`config.mk`:
```
export PLATFORM = sky130hd
export DESIGN_NAME = key_remap_lru_allocator
export DESIGN_NICKNAME = d
export VERILOG_FILES = /design/src/rtl/kra_pkg.sv /design/src/rtl/kra_cell.sv /design/src/rtl/key_remap_lru_allocator.sv
export SDC_FILE = /design/constraint.sdc
export NUM_CORES = 1
export LEC_CHECK = 0
export ABC_AREA = 1
export BUFFER_PORTS_ARGS = -buffer_cell sky130_fd_sc_hd__buf_2
export CORE_MARGIN = 2
export CORE_UTILIZATION = 40
export DETAILED_ROUTE_END_ITERATION = 10
export GPL_ROUTABILITY_DRIVEN = 0
export PLACE_DENSITY = 0.57
export REMOVE_ABC_BUFFERS = 1
export SLEW_MARGIN = 20
export SYNTH_ARGS = -nofsm -noshare
export SYNTH_HDL_FRONTEND = slang
export SYNTH_SLANG_ARGS = --single-unit
```
`constraint.sdc`:
```
create_clock -name clk_i -period 4.4 [get_ports clk_i]
set_input_delay 0.88 -clock clk_i [delete_from_list [all_inputs] [get_ports clk_i]]
set_output_delay 0.88 -clock clk_i [all_outputs]
set_load 0.1 [all_outputs]
```
`src/rtl/kra_pkg.sv`:
```
// kra_pkg: shared types and constants of the key remap LRU allocator.
// No dependencies; imported by kra_cell, key_remap_lru_allocator and tb.
package kra_pkg;

  localparam int unsigned VirtualKeysDef  = 64;
  localparam int unsigned PhysicalKeysDef = 16;

  // limit register
  localparam int unsigned    CfgW     = 5;
  localparam logic [CfgW-1:0] LimitRst = CfgW'(16);

  localparam logic OpBegin = 1'b0;
  localparam logic OpEnd   = 1'b1;

  typedef enum logic [2:0] {
    StHit   = 3'd0,
    StNew   = 3'd1,
    StEvict = 3'd2,
    StRetry = 3'd3,
    StEnd   = 3'd4
  } kra_status_e;

  // broadcast to every cell of the recency chain
  typedef struct packed {
    logic move;  // cells at or below pos take their neighbor's entry
    logic clr;   // matching cell drops its busy mark
  } kra_ctl_t;

endpackage

```
`src/rtl/kra_cell.sv`:
```
// kra_cell: one slot of the recency chain (slot 0 is most recent).
// Holds one mapping and takes its lower neighbor's mapping on a move.
// Depends on kra_pkg.
module kra_cell import kra_pkg::*; #(
  parameter int unsigned IDX   = 0,
  parameter int unsigned VK_W  = 6,
  parameter int unsigned PK_W  = 4,
  parameter int unsigned POS_W = 4
) (
  input  logic             clk_i,
  input  logic             rst_ni,
  input  kra_ctl_t         ctl_i,
  input  logic [POS_W-1:0] pos_i,
  input  logic [VK_W-1:0]  key_i,
  input  logic             in_valid_i,
  input  logic             in_busy_i,
  input  logic [VK_W-1:0]  in_vkey_i,
  input  logic [PK_W-1:0]  in_pkey_i,
  output logic             out_valid_o,
  output logic             out_busy_o,
  output logic [VK_W-1:0]  out_vkey_o,
  output logic [PK_W-1:0]  out_pkey_o,
  output logic             match_o,
  output logic             cand_o
);

  localparam logic [POS_W:0] MyPos = (POS_W+1)'(IDX);

  logic            valid_q, busy_q;
  logic [VK_W-1:0] vkey_q;
  logic [PK_W-1:0] pkey_q;
  logic            take;

  assign take    = ctl_i.move && ({1'b0, pos_i} >= MyPos);
  assign match_o = valid_q && (vkey_q == key_i);
  assign cand_o  = valid_q && !busy_q;

  always_ff @(posedge clk_i or negedge rst_ni) begin
    if (!rst_ni) begin
      valid_q <= 1'b0;
      busy_q  <= 1'b0;
    end else if (take) begin
      valid_q <= in_valid_i;
      busy_q  <= in_busy_i;
    end else if (ctl_i.clr && match_o) begin
      busy_q <= 1'b0;
    end
  end

  always_ff @(posedge clk_i) begin
    if (take) begin
      vkey_q <= in_vkey_i;
      pkey_q <= in_pkey_i;
    end
  end

  assign out_valid_o = valid_q;
  assign out_busy_o  = busy_q;
  assign out_vkey_o  = vkey_q;
  assign out_pkey_o  = pkey_q;

endmodule

```
`src/rtl/key_remap_lru_allocator.sv`:
```
// key_remap_lru_allocator: maps virtual keys onto a pool of physical keys,
// LRU replacement with pinning. Depends on kra_pkg and kra_cell.
//
//  channel   ports                                  direction  handshake
//  request   operation_i, virtual_key_i             in         start / busy
//  result    status_o, physical_key_o, evicted_key_o out       done_o strobe
//  config    cfg_wdata_i (physical key limit)       in         cfg_we_i
//
// A request is taken when start is high and busy is low. busy then stays
// high while the chain is searched and updated; the result word shows on the
// following cycle with done_o. No new request is taken while busy is high.
// The recency chain (one cell per physical key) does the lookup, victim
// pick and move-to-front while busy is high. Reset empties the chain at once.
// Results cannot be stalled; each is shown for one cycle only.
module key_remap_lru_allocator import kra_pkg::*; #(
  parameter int unsigned VIRTUAL_KEYS  = VirtualKeysDef,
  parameter int unsigned PHYSICAL_KEYS = PhysicalKeysDef,
  localparam int unsigned VkW  = (VIRTUAL_KEYS > 1) ? $clog2(VIRTUAL_KEYS) : 1,
  localparam int unsigned PkW  = (PHYSICAL_KEYS > 1) ? $clog2(PHYSICAL_KEYS) : 1
) (
  input  logic            clk_i,
  input  logic            rst_ni,
  input  logic            start,
  output logic            busy,
  input  logic            operation_i,
  input  logic [VkW-1:0]  virtual_key_i,
  input  logic            cfg_we_i,
  input  logic [CfgW-1:0] cfg_wdata_i,
  output logic            done_o,
  output logic [2:0]      status_o,
  output logic [PkW-1:0]  physical_key_o,
  output logic [VkW-1:0]  evicted_key_o
);

  localparam int unsigned CntW = $clog2(PHYSICAL_KEYS + 1);
  localparam int unsigned CmpW = (CntW > CfgW) ? CntW : CfgW;
  localparam logic [VkW:0]    VkLim  = (VkW+1)'(VIRTUAL_KEYS);
  localparam logic [CntW-1:0] PkFull = CntW'(PHYSICAL_KEYS);

  logic            exec_q, done_q;
  logic            op_q;
  logic [VkW-1:0]  vk_q;
  logic [CntW-1:0] cnt_q, cnt_d;
  logic [CfgW-1:0] limit_q;
  kra_status_e     status_q, status_d;
  logic [PkW-1:0]  pkey_q, pkey_d;
  logic [VkW-1:0]  evk_q, evk_d;

  // chain wiring
  logic [PHYSICAL_KEYS-1:0] c_valid, c_busy, match, cand;
  logic [VkW-1:0]           c_vkey [PHYSICAL_KEYS];
  logic [PkW-1:0]           c_pkey [PHYSICAL_KEYS];

  kra_ctl_t       ctl;
  logic [PkW-1:0] pos, hit_pos, vic_pos, head_pkey;
  logic           hit, in_range, new_ok;

  for (genvar g = 0; g < PHYSICAL_KEYS; g++) begin : g_cell
    logic           nb_valid, nb_busy;
    logic [VkW-1:0] nb_vkey;
    logic [PkW-1:0] nb_pkey;
    if (g == 0) begin : g_head
      assign nb_valid = 1'b1;
      assign nb_busy  = 1'b1;
      assign nb_vkey  = vk_q;
      assign nb_pkey  = head_pkey;
    end else begin : g_link
      assign nb_valid = c_valid[g-1];
      assign nb_busy  = c_busy[g-1];
      assign nb_vkey  = c_vkey[g-1];
      assign nb_pkey  = c_pkey[g-1];
    end
    kra_cell #(
      .IDX  (g),
      .VK_W (VkW),
      .PK_W (PkW),
      .POS_W(PkW)
    ) u_cell (
      .clk_i      (clk_i),
      .rst_ni     (rst_ni),
      .ctl_i      (ctl),
      .pos_i      (pos),
      .key_i      (vk_q),
      .in_valid_i (nb_valid),
      .in_busy_i  (nb_busy),
      .in_vkey_i  (nb_vkey),
      .in_pkey_i  (nb_pkey),
      .out_valid_o(c_valid[g]),
      .out_busy_o (c_busy[g]),
      .out_vkey_o (c_vkey[g]),
      .out_pkey_o (c_pkey[g]),
      .match_o    (match[g]),
      .cand_o     (cand[g])
    );
  end

  // hit is unique; victim is the deepest idle slot (least recent)
  always_comb begin
    hit_pos = '0;
    vic_pos = '0;
    for (int i = 0; i < PHYSICAL_KEYS; i++) begin
      if (match[i]) hit_pos = hit_pos | PkW'(i);
      if (cand[i])  vic_pos = PkW'(i);
    end
  end

  assign hit      = |match;
  assign in_range = {1'b0, vk_q} < VkLim;
  assign new_ok   = (CmpW'(cnt_q) < CmpW'(limit_q)) && (cnt_q < PkFull);

  always_comb begin
    ctl       = '{move: 1'b0, clr: 1'b0};
    pos       = '0;
    head_pkey = '0;
    cnt_d     = cnt_q;
    status_d  = StRetry;
    pkey_d    = '0;
    evk_d     = '0;
    if (exec_q) begin
      priority if (op_q == OpEnd) begin
        ctl.clr  = in_range;
        status_d = StEnd;
      end else if (!in_range) begin
        status_d = StRetry;
      end else if (hit) begin
        ctl.move  = 1'b1;
        pos       = hit_pos;
        head_pkey = c_pkey[hit_pos];
        pkey_d    = head_pkey;
        status_d  = StHit;
      end else if (new_ok) begin
        ctl.move  = 1'b1;
        pos       = cnt_q[PkW-1:0];
        head_pkey = cnt_q[PkW-1:0];
        pkey_d    = head_pkey;
        cnt_d     = cnt_q + CntW'(1);
        status_d  = StNew;
      end else if (|cand) begin
        ctl.move  = 1'b1;
        pos       = vic_pos;
        head_pkey = c_pkey[vic_pos];
        pkey_d    = head_pkey;
        evk_d     = c_vkey[vic_pos];
        status_d  = StEvict;
      end else begin
        status_d = StRetry;
      end
    end
  end

  always_ff @(posedge clk_i or negedge rst_ni) begin
    if (!rst_ni) begin
      exec_q  <= 1'b0;
      done_q  <= 1'b0;
      cnt_q   <= '0;
      limit_q <= LimitRst;
    end else begin
      exec_q <= start && !exec_q;
      done_q <= exec_q;
      cnt_q  <= cnt_d;
      if (cfg_we_i) begin
        limit_q <= cfg_wdata_i;
      end
    end
  end

  always_ff @(posedge clk_i) begin
    if (start && !exec_q) begin
      op_q <= operation_i;
      vk_q <= virtual_key_i;
    end
    if (exec_q) begin
      status_q <= status_d;
      pkey_q   <= pkey_d;
      evk_q    <= evk_d;
    end
  end

  assign busy           = exec_q;
  assign done_o         = done_q;
  assign status_o       = status_q;
  assign physical_key_o = pkey_q;
  assign evicted_key_o  = evk_q;

  a_done_after_exec: assert property (@(posedge clk_i) disable iff (!rst_ni)
    done_o |-> $past(exec_q))
    else $error("result word without a preceding execute cycle");

  a_exec_one_cycle: assert property (@(posedge clk_i) disable iff (!rst_ni)
    exec_q |=> !exec_q)
    else $error("execute cycle lasted more than one clock");

  a_count_in_pool: assert property (@(posedge clk_i) disable iff (!rst_ni)
    cnt_q <= PkFull)
    else $error("handed-out count beyond pool size");

  a_chain_matches_count: assert property (@(posedge clk_i) disable iff (!rst_ni)
    CntW'($countones(c_valid)) == cnt_q)
    else $error("valid slots disagree with handed-out count");

  a_single_hit: assert property (@(posedge clk_i) disable iff (!rst_ni)
    $onehot0(match))
    else $error("virtual key mapped in more than one slot");

endmodule

```
==> flow_metrics.py <==
metrics = {
    "sta": {
        "final_max_slew_viol_count": 0,
        "fin_crit_ns": 3.67,
        "timing_hold_violations_final": 0,
        "setup_violations": 0,
        "max_freq_mhz": 273,
        "clock_skew_ns": 0.0134,
        "grt_setup_unrepaired": "no",
        "slew_headroom": 0.321,
        "tightest_slew_ns": 1.02,
        "period_share": 0.833,
    },
    "drt": {
        "wl_per_cell_um": 19.9,
        "vias_per_cell": 5.51,
        "ant_nets": 0,
        "finalWirelength_mm": 32.6,
        "drcViolationCount": 0,
        "dr.pass1.iters": 5,
        "drt_iter0_drc": 988,
        "vias": 9015,
    },
    "yosys": {
        "ys_ff_latch": 224,
        "ys_async_sr_fraction": 0.196,
        "synth_cell_types": 60,
        "synth_cells": 1212,
        "synth_top_flop_cell": "edfxtp_1",
        "synth_edf_count": 180,
        "avgSynthCellArea_um2": 9.61,
        "syn_area_um2": 11600,
        "yosysWarnings": 0,
        "synth_seq_area_share": 0.559,
    },
    "final_layout": {
        "diodes": 0,
        "layout_commonest_cell": "nand2_1",
        "multiInputGateArea_um2": 4380,
        "register_area_um2": 6510,
        "layout-drive-gt1-share": 0.141,
        "fill_cells": 2756,
        "final_area_um2": 13100,
        "final_util": 0.456,
        "area_growth_pct": 12.5,
        "final_nets": 1254,
        "final_cell_mix": "240 x nand2_1, 182 x nand3_1, 180 x edfxtp_1, 86 x inv_1, 81 x o21ai_0",
    },
    "clocking": {
        "cts_resized": 0,
        "post_cts_buffers": 0,
        "cts_buffer_depth": 3,
        "htree_levels": 1,
        "hold_buffers": 0,
        "clk_pin_slew_worst_paths_ns": 0.06,
        "clock_sinks": 224,
        "cts_buffers": 26,
        "root_buffer": "clkbuf_16",
        "cts_tree": "done",
        "clk_latency_ns": 0.54,
    },
    "worst_setup_path": {
        "cp-startpoint": "g_cell[0].nb_vkey[4]",
        "arrival_ns": 3.85,
        "startpoint_type": "flop",
        "required_ns": 4.58,
        "path_class": "reg -> reg",
        "end_kind": "flop",
        "r2r-start": "g_cell[0].nb_vkey[4]",
        "r2r_cells": 17,
        "crit_fanout": 15,
    },
    "floorplanning": {
        "rows": 62,
        "die_h_um": 175,
        "initial_core_util": 0.406,
        "core_um2": 28700,
        "die_w_um": 175,
        "top_level_ports": 31,
        "fp.dieArea_um2": 30500,
    },
    "hold_path": {
        "worstHoldPathType": "in -> async",
    },
    "pwr": {
        "combPwrFrac": 0.438,
        "power_density_nw_per_um2": 741,
        "switching_share": 0.434,
        "internal_power_mw": 5.49,
        "static-leakage-power_nw": 5.24,
        "power_switching_mw": 4.21,
        "total_power_mw": 9.70,
        "peakVddDrop_uv": 623,
        "seqPwrFrac": 0.306,
        "p_clk_frac": 0.257,
    },
    "grt": {
        "grt_overflow_total": 0,
        "grt_start_max_net_pins": 54,
        "grt_usage": 0.213,
        "antenna_found_initial": 0,
        "grt_pass1_wl_mm": 50.4,
        "first_global_vias": 8665,
    },
    "run_status": {
        "status": "finished clean",
    },
    "placed_design": {
        "dpl_cell_area_um2": 12100,
        "dp_hpwl_mm": 22.5,
        "portBuffers": 30,
    },
    "job": {
        "drv_cap": 0,
    },
}
## metal layers
| layer | share of wire | global-route usage | vias up | wire length [um] |
|---|---|---|---|---|
| met3 | 0.065 | 0.0283 | 51 | 2110 |
| met2 | 0.46 | 0.339 | 343 | 15000 |
| met1 | 0.45 | 0.305 | 4352 | 14800 |
| met5 | 0 | 0 | - | 0 |
| met4 | 0.021 | 0.0639 | 0 | 699 |
| li1 | - | - | 4269 | - |
## cell type report
cell class,count,area share
clock buffer,29,0.0529
multi-input combinational,822,0.334
clock inverter,19,0.0232
tap,384,0.0367
sequential,224,0.497
inverter,107,0.0323
timing repair buffer,52,0.0241
## logic make-up (layout without fill, tap and decap cells)
kind of cell               after synthesis  in the layout  synth area share
adders and majority gates                5              5           0.00537
buffers and inverters                  166            207            0.0668
and+or+nand+nor                        561            561             0.231
muxes                                    2              2           0.00193
xor gates and xnor gates                33             33            0.0248
AOI/OAI and AO/OA                      221            221             0.111
DFF                                    224            224             0.559
## worst paths after layout
kind                                                    to  slack [ns]
setup / recovery           g_cell[13].u_cell.out_vkey_o[4]        0.73
hold / removal                                  limit_q[3]        0.42
setup reg to reg           g_cell[13].u_cell.out_vkey_o[4]        0.73
min in group clk_i          g_cell[2].u_cell.out_vkey_o[3]        0.45
hold reg to reg             g_cell[2].u_cell.out_vkey_o[3]        0.45
max in group asynchronous    g_cell[13].u_cell.out_valid_o        3.55
## worst max-delay path, stage by stage (launching register included)
cell,delay (ns)
edfxtp_1,0.81
buf_4,0.28
nor2_1,0.06
nor4_1,0.27
nand2_1,0.19
nand2_2,0.14
nor2_4,0.05
nand2_2,0.11
nor2_8,0.08
nand2_1,0.08
clkinv_1,0.12
o21ai_4,0.11
nand2_8,0.14
inv_8,0.15
nand2_8,0.09
inv_6,0.19
nand2_4,0.09
inv_1,0.35
## synthesized netlist by cell type, drive strengths merged, types with 5 or more instances
cell    count  area (um^2)
a21oi      53          277
a31oi       5         31.3
buf        36          269
clkbuf     23         86.3
dfrtp      43         1080
edfxtp    180         5410
ha          5         62.6
inv       103          407
nand2     261         1090
nand3     185          941
nand4       9         71.3
nor2       68          332
nor3       21          138
o211ai     20          160
o21ai     107          581
o22ai      25          163
or2         8         50.1
xnor2       5         43.8
xor2       28          245
## state kept, by name (all words and copies together), names as in the netlist
register	count
done_o	1
g_cell.nb_vkey	6
g_cell.u_cell.out_pkey_o	64
busy	1
status_o	3
cnt_q	5
limit_q	5
g_cell.u_cell.out_busy_o	16
g_cell.u_cell.out_valid_o	16
g_cell.u_cell.out_vkey_o	96
evicted_key_o	6
physical_key_o	4
op_q	1
## stage by stage
stage | instances | setup slack [ns] | TNS [ns] | hold WS (ns)
final | 1637 | 0.733 | 0 | 0.422
after global routing | 1637 | 0.482 | 0 | 0.463
after CTS | 1637 | 0.715 | 0 | 0.444
after detailed placement | 1589 | 0.748 | 0 | 0.436
after global placement | 1589 | 0.892 | 0 | 0.436
after floorplan | 1153 | -0.578 | -1.85 | 0.426
## power by group through the flow
stage / Combinational, mW / Sequential (mW) / Clock (mW)
global placement: 4.14 / 3.00 / 0
detailed placement: 4.16 / 3.01 / 0
floorplan: 2.66 / 3.14 / 0
CTS: 4.17 / 2.96 / 2.53
finish: 4.25 / 2.96 / 2.49
global route: 4.65 / 3.00 / 2.61
Power figures use the tool's default switching activity.
